## config.mk

```make
export PLATFORM = sky130hd
export DESIGN_NAME = tof_depth_to_false_color_core
export DESIGN_NICKNAME = d
export VERILOG_FILES = /design/src/hdl/tdfc_pkg.sv /design/src/hdl/tdfc_dist.sv /design/src/hdl/tdfc_band.sv /design/src/hdl/tdfc_div.sv /design/src/hdl/tof_depth_to_false_color_core.sv
export SDC_FILE = /design/constraint.sdc
export NUM_CORES = 2
export LEC_CHECK = 0
export BUFFER_PORTS_ARGS = -buffer_cell sky130_fd_sc_hd__buf_2
export CORE_MARGIN = 4
export CORE_UTILIZATION = 58
export DETAILED_ROUTE_END_ITERATION = 10
export PLACE_DENSITY = 0.86
export SLEW_MARGIN = 20
export SYNTH_ARGS = -nofsm -noshare
export SYNTH_HDL_FRONTEND = slang
export SYNTH_SLANG_ARGS = --single-unit
```

## constraint.sdc

```tcl
create_clock -name clk_i -period 5.93 [get_ports clk_i]
set_input_delay 0.8895 -clock clk_i [delete_from_list [all_inputs] [get_ports clk_i]]
set_output_delay 0.8895 -clock clk_i [all_outputs]
set_load 0.02 [all_outputs]
```

## src/hdl/tdfc_pkg.sv

```systemverilog
// Shared types, constants and register codes for the depth to false color pipeline.
`default_nettype none

package tdfc_pkg;

  // Field widths.
  localparam int unsigned PhaseW   = 16;
  localparam int unsigned AmpW     = 16;
  localparam int unsigned DistW    = 15;
  localparam int unsigned ChanW    = 8;
  localparam int unsigned OffW     = 14;
  localparam int unsigned ColorW   = 15;
  localparam int unsigned RangeW   = 14;
  localparam int unsigned ProdW    = PhaseW + RangeW;
  localparam int unsigned CfgIdxW  = 3;
  localparam int unsigned CfgDataW = 16;

  // Divider: dividend is 255 * numerator, quotient is one color channel.
  localparam int unsigned QuotW    = ChanW;
  localparam int unsigned DivNumW  = ColorW + ChanW;

  // Default phase word that corresponds to the full unambiguous range.
  localparam int unsigned PhaseFullScaleDef = 30000;

  localparam logic [PhaseW-1:0] CodeAdcOverflow = 16'd65500;
  localparam logic [PhaseW-1:0] CodeSaturation  = 16'd65400;
  localparam logic [RangeW-1:0] Range12Mm       = 14'd12500;
  localparam logic [RangeW-1:0] Range24Mm       = 14'd6250;
  localparam logic [ChanW-1:0]  ChanFull        = 8'd255;
  localparam logic [ChanW-1:0]  ChanOff         = 8'd0;

  // Reset values of the configuration registers.
  localparam logic [PhaseW-1:0] PhaseThrRst = 16'd200;
  localparam logic [AmpW-1:0]   AmpThrRst   = 16'd20;
  localparam logic [ColorW-1:0] ColorMaxRst = 15'd15000;

  // Configuration register indexes.
  typedef enum logic [CfgIdxW-1:0] {
    CFG_MODULATION = 3'd0,
    CFG_OFFSET     = 3'd1,
    CFG_PHASE_THR  = 3'd2,
    CFG_AMP_THR    = 3'd3,
    CFG_COLOR_MIN  = 3'd4,
    CFG_COLOR_MAX  = 3'd5
  } cfg_idx_e;

  // Which color rule applies to a pixel; the band members name the fixed
  // full-scale channel first and the scaled channel second.
  typedef enum logic [2:0] {
    SEL_BLACK      = 3'd0,
    SEL_RED        = 3'd1,
    SEL_MAGENTA    = 3'd2,
    SEL_BLUE_RED   = 3'd3,
    SEL_BLUE_GREEN = 3'd4,
    SEL_GREEN_BLUE = 3'd5,
    SEL_GREEN_RED  = 3'd6,
    SEL_RED_GREEN  = 3'd7
  } color_sel_e;

  typedef struct packed {
    logic [PhaseW-1:0] phase;
    logic [AmpW-1:0]   amplitude;
  } pixel_in_t;

  typedef struct packed {
    logic [DistW-1:0] distance_mm;
    logic [ChanW-1:0] red;
    logic [ChanW-1:0] green;
    logic [ChanW-1:0] blue;
  } pixel_out_t;

  typedef struct packed {
    logic              modulation_24mhz;
    logic [OffW-1:0]   offset_mm;
    logic [PhaseW-1:0] phase_threshold;
    logic [AmpW-1:0]   amp_min;
    logic [ColorW-1:0] color_min;
    logic [ColorW-1:0] color_max;
  } cfg_t;

  // Request into the divider: quotient = floor(dividend / span).
  typedef struct packed {
    logic [DistW-1:0]   distance_mm;
    color_sel_e         sel;
    logic [ColorW-1:0]  span;
    logic [DivNumW-1:0] dividend;
  } div_req_t;

  typedef struct packed {
    logic [DistW-1:0] distance_mm;
    color_sel_e       sel;
    logic [QuotW-1:0] quotient;
  } div_rsp_t;

endpackage

`default_nettype wire

```

## src/hdl/tdfc_dist.sv

```systemverilog
// Phase to distance pipeline: validity checks, range scaling, full-scale division and offset.
`default_nettype none

module tdfc_dist
  import tdfc_pkg::*;
#(
  parameter int unsigned PhaseFullScale = PhaseFullScaleDef
) (
  input  logic             clk_i,
  input  logic             rst_ni,
  input  cfg_t             cfg_i,
  input  logic             valid_i,
  output logic             ready_o,
  input  pixel_in_t        pixel_i,
  output logic             valid_o,
  input  logic             ready_i,
  output logic [DistW-1:0] dist_o
);

  localparam int unsigned NumStages  = 6;
  // Reciprocal of the full scale, scaled by 2^RecipShift.
  localparam int unsigned RecipShift = 32;
  localparam int unsigned RecipW     = RecipShift + 1;
  localparam int unsigned RecipLoW   = 16;
  localparam int unsigned RecipHiW   = RecipW - RecipLoW;
  localparam int unsigned PpLoW      = ProdW + RecipLoW;
  localparam int unsigned PpHiW      = ProdW + RecipHiW;
  localparam int unsigned SumW       = RecipShift + ProdW + 2;
  localparam int unsigned QpW        = ProdW + PhaseW;
  // The remainder stays below twice the divisor.
  localparam int unsigned ResW       = PhaseW + 2;

  localparam logic [RecipW-1:0]   Recip   =
      RecipW'((64'd1 << RecipShift) / 64'(PhaseFullScale));
  localparam logic [RecipLoW-1:0] RecipLo = Recip[RecipLoW-1:0];
  localparam logic [RecipHiW-1:0] RecipHi = Recip[RecipW-1:RecipLoW];
  localparam logic [PhaseW-1:0]   Divisor = PhaseW'(PhaseFullScale);

  // Stage handshake: a stage loads when it is empty or its successor moves.
  logic [NumStages-1:0] vld_q;
  logic [NumStages-1:0] vld_in;
  logic [NumStages:0]   rdy;
  logic [NumStages-1:0] ld;

  assign vld_in          = {vld_q[NumStages-2:0], valid_i};
  assign rdy[NumStages]  = ready_i;
  for (genvar k = 0; k < NumStages; k++) begin : g_ctrl
    assign rdy[k] = ~vld_q[k] | rdy[k+1];
    assign ld[k]  = rdy[k] & vld_in[k];
  end
  assign ready_o = rdy[0];
  assign valid_o = vld_q[NumStages-1];

  always_ff @(posedge clk_i or negedge rst_ni) begin
    if (!rst_ni) begin
      vld_q <= '0;
    end else begin
      for (int k = 0; k < NumStages; k++) begin
        if (rdy[k]) begin
          vld_q[k] <= vld_in[k];
        end
      end
    end
  end

  // Stage 0: invalid pixel detection and range times phase.
  logic             inv0_d, inv0_q;
  logic [RangeW-1:0] rng;
  logic [ProdW-1:0] x0_d, x0_q;

  assign rng    = cfg_i.modulation_24mhz ? Range24Mm : Range12Mm;
  assign inv0_d = (pixel_i.phase == CodeAdcOverflow) || (pixel_i.phase == CodeSaturation) ||
                  (pixel_i.phase < cfg_i.phase_threshold) ||
                  (pixel_i.amplitude < cfg_i.amp_min);
  assign x0_d   = ProdW'(rng) * ProdW'(pixel_i.phase);

  always_ff @(posedge clk_i) begin
    if (ld[0]) begin
      inv0_q <= inv0_d;
      x0_q   <= x0_d;
    end
  end

  // Stage 1: product with the reciprocal, split into two partial products.
  logic             inv1_q;
  logic [ProdW-1:0] x1_q;
  logic [PpLoW-1:0] pp_lo_d, pp_lo_q;
  logic [PpHiW-1:0] pp_hi_d, pp_hi_q;

  assign pp_lo_d = PpLoW'(x0_q) * PpLoW'(RecipLo);
  assign pp_hi_d = PpHiW'(x0_q) * PpHiW'(RecipHi);

  always_ff @(posedge clk_i) begin
    if (ld[1]) begin
      inv1_q  <= inv0_q;
      x1_q    <= x0_q;
      pp_lo_q <= pp_lo_d;
      pp_hi_q <= pp_hi_d;
    end
  end

  // Stage 2: combine the partial products into the estimated quotient.
  logic             inv2_q;
  logic [ResW-1:0]  x2_q;
  logic [SumW-1:0]  pp_sum;
  logic [ProdW-1:0] q0_d, q0_q;

  assign pp_sum = (SumW'(pp_hi_q) << RecipLoW) + SumW'(pp_lo_q);
  assign q0_d   = pp_sum[RecipShift +: ProdW];

  always_ff @(posedge clk_i) begin
    if (ld[2]) begin
      inv2_q <= inv1_q;
      x2_q   <= x1_q[ResW-1:0];
      q0_q   <= q0_d;
    end
  end

  // Stage 3: back-multiply the estimate; only the low bits matter.
  logic             inv3_q;
  logic [ResW-1:0]  x3_q;
  logic [ProdW-1:0] q0_3_q;
  logic [QpW-1:0]   qp_full;
  logic [ResW-1:0]  qp_q;

  assign qp_full = QpW'(q0_q) * QpW'(Divisor);

  always_ff @(posedge clk_i) begin
    if (ld[3]) begin
      inv3_q <= inv2_q;
      x3_q   <= x2_q;
      q0_3_q <= q0_q;
      qp_q   <= qp_full[ResW-1:0];
    end
  end

  // Stage 4: the estimate is low by at most one; fix it from the remainder.
  logic             inv4_q;
  logic [ResW-1:0]  rem;
  logic             fix;
  logic [ProdW-1:0] q_d, q_q;

  assign rem = x3_q - qp_q;
  assign fix = rem >= ResW'(Divisor);
  assign q_d = q0_3_q + ProdW'(fix);

  always_ff @(posedge clk_i) begin
    if (ld[4]) begin
      inv4_q <= inv3_q;
      q_q    <= q_d;
    end
  end

  // Stage 5: subtract the offset, floor at zero and saturate.
  logic [ProdW-1:0] diff;
  logic [DistW-1:0] dist_d, dist_q;

  assign diff = q_q - ProdW'(cfg_i.offset_mm);
  always_comb begin
    if (inv4_q || (q_q <= ProdW'(cfg_i.offset_mm))) begin
      dist_d = '0;
    end else if (|diff[ProdW-1:DistW]) begin
      dist_d = '1;
    end else begin
      dist_d = diff[DistW-1:0];
    end
  end

  always_ff @(posedge clk_i) begin
    if (ld[5]) begin
      dist_q <= dist_d;
    end
  end

  assign dist_o = dist_q;

endmodule

`default_nettype wire

```

## src/hdl/tdfc_band.sv

```systemverilog
// Color band selection: picks the color rule and the numerator for the channel scaling.
`default_nettype none

module tdfc_band
  import tdfc_pkg::*;
(
  input  logic             clk_i,
  input  logic             rst_ni,
  input  cfg_t             cfg_i,
  input  logic             valid_i,
  output logic             ready_o,
  input  logic [DistW-1:0] dist_i,
  output logic             valid_o,
  input  logic             ready_i,
  output div_req_t         req_o
);

  localparam int unsigned NumStages = 3;
  localparam int unsigned N5W       = ColorW + 3;

  // Stage handshake.
  logic [NumStages-1:0] vld_q;
  logic [NumStages-1:0] vld_in;
  logic [NumStages:0]   rdy;
  logic [NumStages-1:0] ld;

  assign vld_in         = {vld_q[NumStages-2:0], valid_i};
  assign rdy[NumStages] = ready_i;
  for (genvar k = 0; k < NumStages; k++) begin : g_ctrl
    assign rdy[k] = ~vld_q[k] | rdy[k+1];
    assign ld[k]  = rdy[k] & vld_in[k];
  end
  assign ready_o = rdy[0];
  assign valid_o = vld_q[NumStages-1];

  always_ff @(posedge clk_i or negedge rst_ni) begin
    if (!rst_ni) begin
      vld_q <= '0;
    end else begin
      for (int k = 0; k < NumStages; k++) begin
        if (rdy[k]) begin
          vld_q[k] <= vld_in[k];
        end
      end
    end
  end

  // Stage 0: range compares, span and position inside the span.
  logic              zero_q, below_q, above_q;
  logic [DistW-1:0]  d0_q;
  logic [ColorW-1:0] span0_q, n0_q;

  always_ff @(posedge clk_i) begin
    if (ld[0]) begin
      zero_q  <= (dist_i == '0);
      below_q <= (dist_i < cfg_i.color_min);
      above_q <= (dist_i > cfg_i.color_max);
      span0_q <= cfg_i.color_max - cfg_i.color_min;
      n0_q    <= dist_i - cfg_i.color_min;
      d0_q    <= dist_i;
    end
  end

  // Stage 1: band decision on 5n against multiples of the span.
  logic [N5W-1:0]    n5, s1x, s2x, s3x, s4x;
  color_sel_e        sel_d, sel1_q;
  logic [N5W-1:0]    num_w;
  logic [DistW-1:0]  d1_q;
  logic [ColorW-1:0] span1_q, num1_q;

  assign n5  = (N5W'(n0_q) << 2) + N5W'(n0_q);
  assign s1x = N5W'(span0_q);
  assign s2x = N5W'(span0_q) << 1;
  assign s3x = (N5W'(span0_q) << 1) + N5W'(span0_q);
  assign s4x = N5W'(span0_q) << 2;

  always_comb begin
    num_w = '0;
    if (zero_q) begin
      sel_d = SEL_BLACK;
    end else if (below_q) begin
      sel_d = SEL_RED;
    end else if (above_q) begin
      sel_d = SEL_MAGENTA;
    end else if (span0_q == '0) begin
      sel_d = SEL_BLACK;
    end else if (n5 > s4x) begin
      sel_d = SEL_BLUE_RED;
      num_w = n5 - s4x;
    end else if (n5 > s3x) begin
      sel_d = SEL_BLUE_GREEN;
      num_w = s4x - n5;
    end else if (n5 > s2x) begin
      sel_d = SEL_GREEN_BLUE;
      num_w = n5 - s2x;
    end else if (n5 > s1x) begin
      sel_d = SEL_GREEN_RED;
      num_w = s2x - n5;
    end else begin
      sel_d = SEL_RED_GREEN;
      num_w = n5;
    end
  end

  always_ff @(posedge clk_i) begin
    if (ld[1]) begin
      sel1_q  <= sel_d;
      num1_q  <= num_w[ColorW-1:0];
      span1_q <= span0_q;
      d1_q    <= d0_q;
    end
  end

  // Stage 2: dividend is 255 times the numerator.
  div_req_t req_q;

  always_ff @(posedge clk_i) begin
    if (ld[2]) begin
      req_q.distance_mm <= d1_q;
      req_q.sel         <= sel1_q;
      req_q.span        <= span1_q;
      req_q.dividend    <= (DivNumW'(num1_q) << ChanW) - DivNumW'(num1_q);
    end
  end

  assign req_o = req_q;

endmodule

`default_nettype wire

```

## src/hdl/tdfc_div.sv

```systemverilog
// Pipelined restoring divider: one quotient bit per stage, for the color channel scaling.
`default_nettype none

module tdfc_div
  import tdfc_pkg::*;
(
  input  logic     clk_i,
  input  logic     rst_ni,
  input  logic     valid_i,
  output logic     ready_o,
  input  div_req_t req_i,
  output logic     valid_o,
  input  logic     ready_i,
  output div_rsp_t rsp_o
);

  localparam int unsigned NumStages = QuotW;

  typedef struct packed {
    logic [DistW-1:0]   distance_mm;
    color_sel_e         sel;
    logic [ColorW-1:0]  span;
    logic [DivNumW-1:0] rem;
    logic [QuotW-1:0]   quot;
  } div_work_t;

  // Stage handshake.
  logic [NumStages-1:0] vld_q;
  logic [NumStages-1:0] vld_in;
  logic [NumStages:0]   rdy;
  logic [NumStages-1:0] ld;

  assign vld_in         = {vld_q[NumStages-2:0], valid_i};
  assign rdy[NumStages] = ready_i;
  for (genvar k = 0; k < NumStages; k++) begin : g_ctrl
    assign rdy[k] = ~vld_q[k] | rdy[k+1];
    assign ld[k]  = rdy[k] & vld_in[k];
  end
  assign ready_o = rdy[0];
  assign valid_o = vld_q[NumStages-1];

  always_ff @(posedge clk_i or negedge rst_ni) begin
    if (!rst_ni) begin
      vld_q <= '0;
    end else begin
      for (int k = 0; k < NumStages; k++) begin
        if (rdy[k]) begin
          vld_q[k] <= vld_in[k];
        end
      end
    end
  end

  div_work_t work_in [NumStages];
  div_work_t work_nx [NumStages];
  div_work_t work_q  [NumStages];

  // Each stage tries to subtract the span shifted to its quotient bit.
  for (genvar j = 0; j < NumStages; j++) begin : g_stage
    localparam int unsigned Bit = NumStages - 1 - j;

    logic [DivNumW:0] trial;

    if (j == 0) begin : g_head
      // The quotient is below 256 because the numerator never exceeds the span.
      assign work_in[j] = '{distance_mm: req_i.distance_mm, sel: req_i.sel,
                            span: req_i.span, rem: req_i.dividend, quot: '0};
    end else begin : g_link
      assign work_in[j] = work_q[j-1];
    end

    assign trial = {1'b0, work_in[j].rem} - ((DivNumW + 1)'(work_in[j].span) << Bit);

    always_comb begin
      work_nx[j] = work_in[j];
      if (!trial[DivNumW]) begin
        work_nx[j].rem       = trial[DivNumW-1:0];
        work_nx[j].quot[Bit] = 1'b1;
      end
    end

    always_ff @(posedge clk_i) begin
      if (ld[j]) begin
        work_q[j] <= work_nx[j];
      end
    end
  end

  assign rsp_o.distance_mm = work_q[NumStages-1].distance_mm;
  assign rsp_o.sel         = work_q[NumStages-1].sel;
  assign rsp_o.quotient    = work_q[NumStages-1].quot;

endmodule

`default_nettype wire

```

## src/hdl/tof_depth_to_false_color_core.sv

```systemverilog
// Top level of the time-of-flight depth to false color pipeline.
//
// Takes one pixel (phase, amplitude) per clock while the input is ready and returns
// its distance in mm and a rainbow false color. The block is fully pipelined: a new
// item is accepted every cycle until output stalls have filled every stage, and each
// item passes through 6 stages for the distance multiply and reciprocal division, 3
// for band selection, 8 for the divider that produces one channel bit per stage, and
// 1 output register. Stalls on the output side fill empty stages first, so input
// stays ready until every stage holds an item. Configuration registers are written
// through a simple write port and are to be changed only while no item is in flight.
`default_nettype none

module tof_depth_to_false_color_core
  import tdfc_pkg::*;
#(
  parameter int unsigned PhaseFullScale = PhaseFullScaleDef
) (
  input  logic                clk_i,
  input  logic                rst_ni,
  input  logic                in_valid_i,
  output logic                in_ready_o,
  input  pixel_in_t           in_pixel_i,
  output logic                out_valid_o,
  input  logic                out_ready_i,
  output pixel_out_t          out_pixel_o,
  input  logic                cfg_we_i,
  input  logic [CfgIdxW-1:0]  cfg_idx_i,
  input  logic [CfgDataW-1:0] cfg_data_i
);

  // Configuration registers.
  cfg_t cfg_q;

  always_ff @(posedge clk_i or negedge rst_ni) begin
    if (!rst_ni) begin
      cfg_q.modulation_24mhz <= 1'b0;
      cfg_q.offset_mm        <= '0;
      cfg_q.phase_threshold  <= PhaseThrRst;
      cfg_q.amp_min          <= AmpThrRst;
      cfg_q.color_min        <= '0;
      cfg_q.color_max        <= ColorMaxRst;
    end else if (cfg_we_i) begin
      unique case (cfg_idx_i)
        CFG_MODULATION: cfg_q.modulation_24mhz <= cfg_data_i[0];
        CFG_OFFSET:     cfg_q.offset_mm        <= cfg_data_i[OffW-1:0];
        CFG_PHASE_THR:  cfg_q.phase_threshold  <= cfg_data_i[PhaseW-1:0];
        CFG_AMP_THR:    cfg_q.amp_min          <= cfg_data_i[AmpW-1:0];
        CFG_COLOR_MIN:  cfg_q.color_min        <= cfg_data_i[ColorW-1:0];
        CFG_COLOR_MAX:  cfg_q.color_max        <= cfg_data_i[ColorW-1:0];
        default: ;
      endcase
    end
  end

  // Distance pipeline.
  logic             dist_valid, dist_ready;
  logic [DistW-1:0] dist_mm;

  tdfc_dist #(
    .PhaseFullScale(PhaseFullScale)
  ) u_dist (
    .clk_i  (clk_i),
    .rst_ni (rst_ni),
    .cfg_i  (cfg_q),
    .valid_i(in_valid_i),
    .ready_o(in_ready_o),
    .pixel_i(in_pixel_i),
    .valid_o(dist_valid),
    .ready_i(dist_ready),
    .dist_o (dist_mm)
  );

  // Band selection.
  logic     req_valid, req_ready;
  div_req_t req;

  tdfc_band u_band (
    .clk_i  (clk_i),
    .rst_ni (rst_ni),
    .cfg_i  (cfg_q),
    .valid_i(dist_valid),
    .ready_o(dist_ready),
    .dist_i (dist_mm),
    .valid_o(req_valid),
    .ready_i(req_ready),
    .req_o  (req)
  );

  // Channel scaling divider.
  logic     rsp_valid, rsp_ready;
  div_rsp_t rsp;

  tdfc_div u_div (
    .clk_i  (clk_i),
    .rst_ni (rst_ni),
    .valid_i(req_valid),
    .ready_o(req_ready),
    .req_i  (req),
    .valid_o(rsp_valid),
    .ready_i(rsp_ready),
    .rsp_o  (rsp)
  );

  // Color assembly from the selected rule and the scaled channel.
  pixel_out_t out_d, out_q;
  logic       out_vld_q;

  always_comb begin
    out_d.distance_mm = rsp.distance_mm;
    out_d.red         = ChanOff;
    out_d.green       = ChanOff;
    out_d.blue        = ChanOff;
    unique case (rsp.sel)
      SEL_BLACK: ;
      SEL_RED: begin
        out_d.red = ChanFull;
      end
      SEL_MAGENTA: begin
        out_d.red  = ChanFull;
        out_d.blue = ChanFull;
      end
      SEL_BLUE_RED: begin
        out_d.red  = rsp.quotient;
        out_d.blue = ChanFull;
      end
      SEL_BLUE_GREEN: begin
        out_d.green = rsp.quotient;
        out_d.blue  = ChanFull;
      end
      SEL_GREEN_BLUE: begin
        out_d.green = ChanFull;
        out_d.blue  = rsp.quotient;
      end
      SEL_GREEN_RED: begin
        out_d.red   = rsp.quotient;
        out_d.green = ChanFull;
      end
      SEL_RED_GREEN: begin
        out_d.red   = ChanFull;
        out_d.green = rsp.quotient;
      end
      default: ;
    endcase
  end

  // Output register.
  assign rsp_ready = ~out_vld_q | out_ready_i;

  always_ff @(posedge clk_i or negedge rst_ni) begin
    if (!rst_ni) begin
      out_vld_q <= 1'b0;
    end else if (rsp_ready) begin
      out_vld_q <= rsp_valid;
    end
  end

  always_ff @(posedge clk_i) begin
    if (rsp_ready && rsp_valid) begin
      out_q <= out_d;
    end
  end

  assign out_valid_o = out_vld_q;
  assign out_pixel_o = out_q;

  // Input back-pressure only when every stage is full and the output is stalled.
  assert property (@(posedge clk_i) disable iff (!rst_ni)
    !in_ready_o |-> (out_valid_o && !out_ready_i))
    else $error("input stalled while the pipeline still has room");

  // An item with zero distance, such as an invalid pixel, always shows black.
  assert property (@(posedge clk_i) disable iff (!rst_ni)
    (out_valid_o && (out_pixel_o.distance_mm == '0)) |->
      ((out_pixel_o.red == ChanOff) && (out_pixel_o.green == ChanOff) &&
       (out_pixel_o.blue == ChanOff)))
    else $error("zero distance item is not black");

  // Every color rule leaves at least one channel dark.
  assert property (@(posedge clk_i) disable iff (!rst_ni)
    out_valid_o |-> ((out_pixel_o.red == ChanOff) || (out_pixel_o.green == ChanOff) ||
                     (out_pixel_o.blue == ChanOff)))
    else $error("color item has all three channels lit");

endmodule

`default_nettype wire
```

Word level (Yosys, flattened, before mapping)
Memory sizes are Yosys's and may differ from the RTL's.
Index checks and enable logic that the tools add are counted.
{"block": "totals", "register_bits": 550, "mem_bits_rw": 512, "in_bits": 56, "out_inout_bits": 41, "elab_cells": 231, "n_memories": 1}
{"block": "classes", "add_sub_neg": 21, "multipliers": 3, "order_cmp": 10, "n_eq_ne": 14, "muxes": 47, "bitwise_logic": 53, "n_reduce_logical": 23}
{"memory": "u_div.work_q", "depth": 8, "word_bits": 64, "rd": 8, "rd_ports_with_merged_regs": 0, "write_ports": 8, "line": "tdfc_div.sv:56", "source": "div_work_t work_q [NumStages];"}
{"operator": "two-way mux 23 bit", "count": 7}
{"operator": "subtractor 15 bit", "count": 6}
{"operator": "two-way mux 15 bit", "count": 5}
{"operator": "adder 47 x 44 -> 48 bit", "count": 1}
{"operator": "case mux 8 bit (2 select lines)", "count": 3}
{"operator": "multiplier 30 x 14 -> 44 bit, second input constant", "count": 1}
{"operator": "greater-than comparator 18 x 17 -> 1 bit", "count": 2}
{"operator": "== test 16 bit, second input constant", "count": 2}
{"operator": "less-than comparator 16 bit", "count": 2}
{"operator": "adder 30 x 1 -> 30 bit", "count": 1}
{"operator": "<= comparator 30 x 14 -> 1 bit", "count": 1}
{"operator": "logical NOT 15 bit", "count": 2}
{"operator": "multiplier 14 x 16 -> 30 bit", "count": 1}
{"operator": "multiplier 30 x 11 -> 14 bit, second input constant", "count": 1}
{"operator": "subtractor 30 x 14 -> 30 bit", "count": 1}
{"operator": "two-way mux 1 bit", "count": 25}
{"operator": "two-way mux 24 bit", "count": 1}
{"operator": "subtractor 23 x 15 -> 24 bit", "count": 1}
{"operator": "subtractor 23 x 16 -> 24 bit", "count": 1}
{"operator": "subtractor 23 x 17 -> 24 bit", "count": 1}
{"operator": "subtractor 23 x 18 -> 24 bit", "count": 1}
{"operator": "subtractor 23 x 19 -> 24 bit", "count": 1}
{"operator": "subtractor 23 x 20 -> 24 bit", "count": 1}
{"operator": "subtractor 23 x 21 -> 24 bit", "count": 1}
{"operator": "other kinds (28)", "count": 102}

Depth between registers and ports, before layout
{"block": "depth", "depth_word": 20, "ltp_mapped": 25, "mapped_depth_nobuf": 24}

Modules after synthesis
Synthesis repeated with hierarchy kept, for this count alone.
{"block": "hier_totals", "hier_cells": 5145, "area_unflattened_um2": 60966.0}
{"module": "tdfc_dist", "n_inst": 1, "cells_each": 2140, "area_per_inst_um2": 23336.1, "seq_area_each_um2": 5975.7}
{"module": "tdfc_div", "n_inst": 1, "cells_each": 1550, "area_per_inst_um2": 20895.0, "seq_area_each_um2": 13593.0}
{"module": "tdfc_band", "n_inst": 1, "cells_each": 1194, "area_per_inst_um2": 12191.7, "seq_area_each_um2": 4639.4}
{"module": "tof_depth_to_false_color_core", "n_inst": 1, "cells_each": 261, "area_per_inst_um2": 4543.1, "seq_area_each_um2": 3138.0}

Worst setup path before layout
Ideal clock, no wire load.
{"block": "synth_path", "kind": "input port to flip-flop", "from": "input port in_pixel_i[22] in the netlist's numbering", "to": "register u_dist.x0_q[28], data pin", "setup_time_ps": 258, "arrival_ps": 6024, "required_ps": 5672, "path_slack_ps": -351, "cell_stages": 21, "path_buffers": 0, "cell_sequence": "and2_1 -> or2_2 -> ha_1 -> fa_1 -> inv_1 -> fa_1 -> inv_1 -> ha_1 -> inv_1 -> fa_1 -> inv_1 -> ha_1 -> ha_1 -> a21o_1 -> a2111oi_4 -> nor3_2 -> o311a_1 -> or3_1 -> a31o_1 -> a21oi_2 -> xnor2_1"}
{"block": "synth_between", "elab_chain_len": 1}
{"item": "start, declared", "line": "tof_depth_to_false_color_core.sv:22", "source": "input pixel_in_t in_pixel_i,"}
{"item": "multiplier 14 x 16 -> 30 bit", "line": "tdfc_dist.sv:75", "source": "assign x0_d = ProdW'(rng) * ProdW'(pixel_i.phase);"}
{"item": "net u_dist.x0_d[28]", "line": "tdfc_dist.sv:69", "source": "logic [ProdW-1:0] x0_d, x0_q;"}
{"item": "end signal, assigned", "line": "tdfc_dist.sv:80", "source": "x0_q <= x0_d;"}
{"item": "end, declared", "line": "tdfc_dist.sv:69"}
The timed path passes the listed nets, and every way through them passes these cells.
A chain may end at the register's enable or synchronous reset.

Worst setup path in the final report
{"block": "layout_path", "from": "register u_dist.x0_q[19]", "to": "register u_dist.pp_lo_q[41], data pin"}
{"block": "layout_between", "elab_chain_len": 1}
{"item": "multiplier 30 x 14 -> 44 bit", "line": "tdfc_dist.sv:90", "source": "assign pp_lo_d = PpLoW'(x0_q) * PpLoW'(RecipLo);"}
{"item": "net u_dist.pp_lo_d[41]", "line": "tdfc_dist.sv:87", "source": "logic [PpLoW-1:0] pp_lo_d, pp_lo_q;"}
{"item": "end signal, assigned", "line": "tdfc_dist.sv:97", "source": "pp_lo_q <= pp_lo_d;"}
{"item": "end, declared", "line": "tdfc_dist.sv:87"}
The timed path passes the listed nets, and every way through them passes these cells.

==> results.txt <==
Hold Worst Slack -> 220.0 ps
row count -> 118
share of the synthesized area in the top cell type -> 41.31%
synthesized area divided by synthesized cell count -> 11.62 sq um
CP Capture Type -> register
final setup margin -> -313.8 ps
peak fanout along the critical path -> 3
type of origin of the critical path -> register
initial core utilization -> 58.36%
Clock transition at path regs -> 60 ps
count of buffer and inverter cells on the critical path -> 6
buffers added on ports -> 96
largest net degree at the start of global routing -> 64
clock latency on the worst-skew pair -> 700 ps
worst-case headroom to the max-slew limit -> 26.66%
clock tree from TritonCTS -> yes
final hold violations -> 0
total via count in the routed design -> 40940
violations in the final reports -> negative setup slack
length in cells of the worst reg-to-reg path -> 22
cell with the most instances after synthesis -> sky130_fd_sc_hd__edfxtp_1
number of synthesized register bits -> 926
max-slew violation total from the final report -> 0
asr flop ratio synth -> 10.26%
number of max-capacitance violations reported -> 0
drt wl/cell -> 19.39 microns
global route total overflow -> 0
Least-Margin Pin Slew -> 1072 ps
final net count -> 6691
RSZ-0062 raised after global routing -> true
HPWL after detailed placement -> 98920 microns
crit path max-delay cell type -> sky130_fd_sc_hd__fa_1
final setup fails -> 14
maximum clock skew at final layout -> 53.21 ps
sequential area share after synthesis -> 45.27%
placeable core region -> 103500 sq um
total number of cells along the worst setup path -> 22
CTS Sinks -> 926
mean number of vias per cell -> 5.770
Post-synth EDFFs -> 831
cells after synthesis -> 5200
clock tree root buffer cell -> sky130_fd_sc_hd__clkbuf_16
result of the run -> finished with violations
DRC -> 0
Post-synth top flop -> sky130_fd_sc_hd__edfxtp_1
Tmin final -> 6244 ps
via count of the first global-routing pass -> 42360
Synth top cells by count -> 831 x sky130_fd_sc_hd__edfxtp_1, 812 x sky130_fd_sc_hd__inv_1, 699 x sky130_fd_sc_hd__ha_1
TritonRoute pass-1 iters -> 7
top cells by area in the synthesized netlist -> sky130_fd_sc_hd__edfxtp_1 41%, sky130_fd_sc_hd__ha_1 14%, sky130_fd_sc_hd__fa_1 9.9%, sky130_fd_sc_hd__inv_1 5.0%, sky130_fd_sc_hd__dfrtp_1 3.4%
total routing usage reported by global routing -> 24.69%
distinct cell type count after synthesis -> 90
Top delay family on crit path -> adder cells
hold crit path type -> primary input to async pin
final routed wirelength across all metal layers -> 137600 microns
proportion of layout cells with a drive suffix above 1 -> 14.96%
share of the clock period used by the worst path after layout -> 105.3%
Die Wd -> 330.7 microns
Slowest Stage Delay on Critical Path -> 570 ps
number of antenna violations at the first check in global routing -> 5
placer congestion estimate -> 0.9309
die extent in y -> 330.7 microns
type of the setup path with the least slack -> register to register
crit path cell chain -> buf_6 -> fa_1 -> buf_6 -> ha_4 -> inv_1 -> fa_1 -> inv_1 -> fa_2 -> fa_1 -> inv_2 -> fa_2 -> inv_2 -> ha_2 -> a211oi_4 -> o21bai_4 -> a211oi_4 -> o21ai_2 -> or3_4 -> o211ai_1 -> a21boi_2 -> a2111o_1 -> o211a_1
first-pass GRT wire length -> 216800 microns
Fmax -> 0.1602 GHz
count of pins on the block boundary -> 97
Worst Path Arrival -> 6680 ps
Worst path most repeated cell -> sky130_fd_sc_hd__fa_1
largest area contributor in the netlist -> sky130_fd_sc_hd__edfxtp_1
Inserted Clock Buffers -> 94
area of the die -> 109400 sq um
detailed router's first-iteration violation count -> 3217
Setup Slack @ Placement -> -618.3 ps
setup_tns -> -2248 ps
synthesized cell area -> 60400 sq um
required time of the critical path -> 6370 ps
remaining antenna violation count after routing -> 0
area growth from synthesis to layout -> 14.01%
count of H-tree levels built during CTS -> 3
Clock Path Buffers -> 3
count of warnings emitted by yosys -> 0
metrics by stage:
step                std cells  cell area [sq um]  utilization (%)
floorplan                5201              60600                -
global placement         6870              64620            62.44
detailed placement       6870              64620            62.44
CTS                      7071              68180            65.88
global route             7094              68860            66.54
finish                   7095              68870            66.54
worst register-to-register path: cells and delay by family, from the launching register on:
kind | cells | cell delay [ps]
AO/OA/AOI/OAI | 8 | 1740
flip-flops | 1 | 480
adder cells (fa/ha/maj) | 7 | 2930
buffers and inverters | 6 | 490
AND/OR/NAND/NOR | 1 | 380
cells in the final DEF (no fill, tap or decap), types with 97 or more instances in the layout:
master	n
sky130_fd_sc_hd__clkbuf_16	97
sky130_fd_sc_hd__a21oi_1	239
sky130_fd_sc_hd__buf_4	303
sky130_fd_sc_hd__a21o_1	97
sky130_fd_sc_hd__inv_1	774
sky130_fd_sc_hd__ha_1	660
sky130_fd_sc_hd__nand2_1	254
sky130_fd_sc_hd__xnor2_1	176
sky130_fd_sc_hd__o21ai_0	217
sky130_fd_sc_hd__edfxtp_1	831
sky130_fd_sc_hd__fa_1	286
sky130_fd_sc_hd__nor2_1	239
sky130_fd_sc_hd__nor3_1	99
repair_timing:
item                       CTS  global route
pin swaps                   64            89
setup buffers               32            24
resized for setup           58           106
gates cloned                 0             4
setup endpoints to repair   18            26
hold buffers                 0             0
final cells by class:
type	instances	area [sq um]
clock buffers	116	2465
multi-input cells	3381	30540
repair buffers	421	3080
clock inverters	57	651.9
flip-flops and latches	926	27350
fillers	6899	34630
inverters	813	3054
diodes	1	2.502
well taps	1380	1727
cells by family after synthesis:
logic type	after synthesis	share of synthesized area, %
and+or+nand+nor	1057	8.640
adders and majority gates	998	24.39
AOI/OAI and AO/OA	951	10.28
DFF	926	45.27
buffers and inverters	894	5.649
xor gates and xnor gates	273	3.958
muxes	99	1.796
other	2	0.01243
final timing paths:
check                                   from                  to  slack [ps]
max                          u_dist.x0_q[19]  u_dist.pp_lo_q[41]        -310
min                                   rst_ni           cfg_q[38]         220
min reg2reg                u_band.span1_q[8]    u_band.req_o[31]         370
min in group clk_i         u_band.span1_q[8]    u_band.req_o[31]         370
max reg2reg                  u_dist.x0_q[19]  u_dist.pp_lo_q[41]        -310
max in group asynchronous             rst_ni     u_dist.vld_q[4]        4520
flip-flops by register name, indices dropped and copies added (netlist names), 16 cells and up:
register,flops
u_div.work_q,446
u_dist.x0_q,29
u_dist.x1_q,29
u_band.req_o,56
out_pixel_o,39
u_dist.q0_q,16
cfg_q,77
u_dist.q_q,17
u_dist.pp_lo_q,26
layer usage:
metal | track usage, % | vias to the layer above | wire length [microns] | part of all wire (%)
met4 | 8.057 | 4 | 4695 | 3.4
met2 | 44.31 | 1506 | 70180 | 51
met5 | 0 | - | 28 | 0.020
met1 | 30.78 | 19950 | 54210 | 39
met3 | 3.591 | 369 | 8443 | 6.1
li1 | - | 19110 | - | -
Power is not shown: default switching activity piles up to over one toggle a cycle in this logic, so the estimate is an artifact.
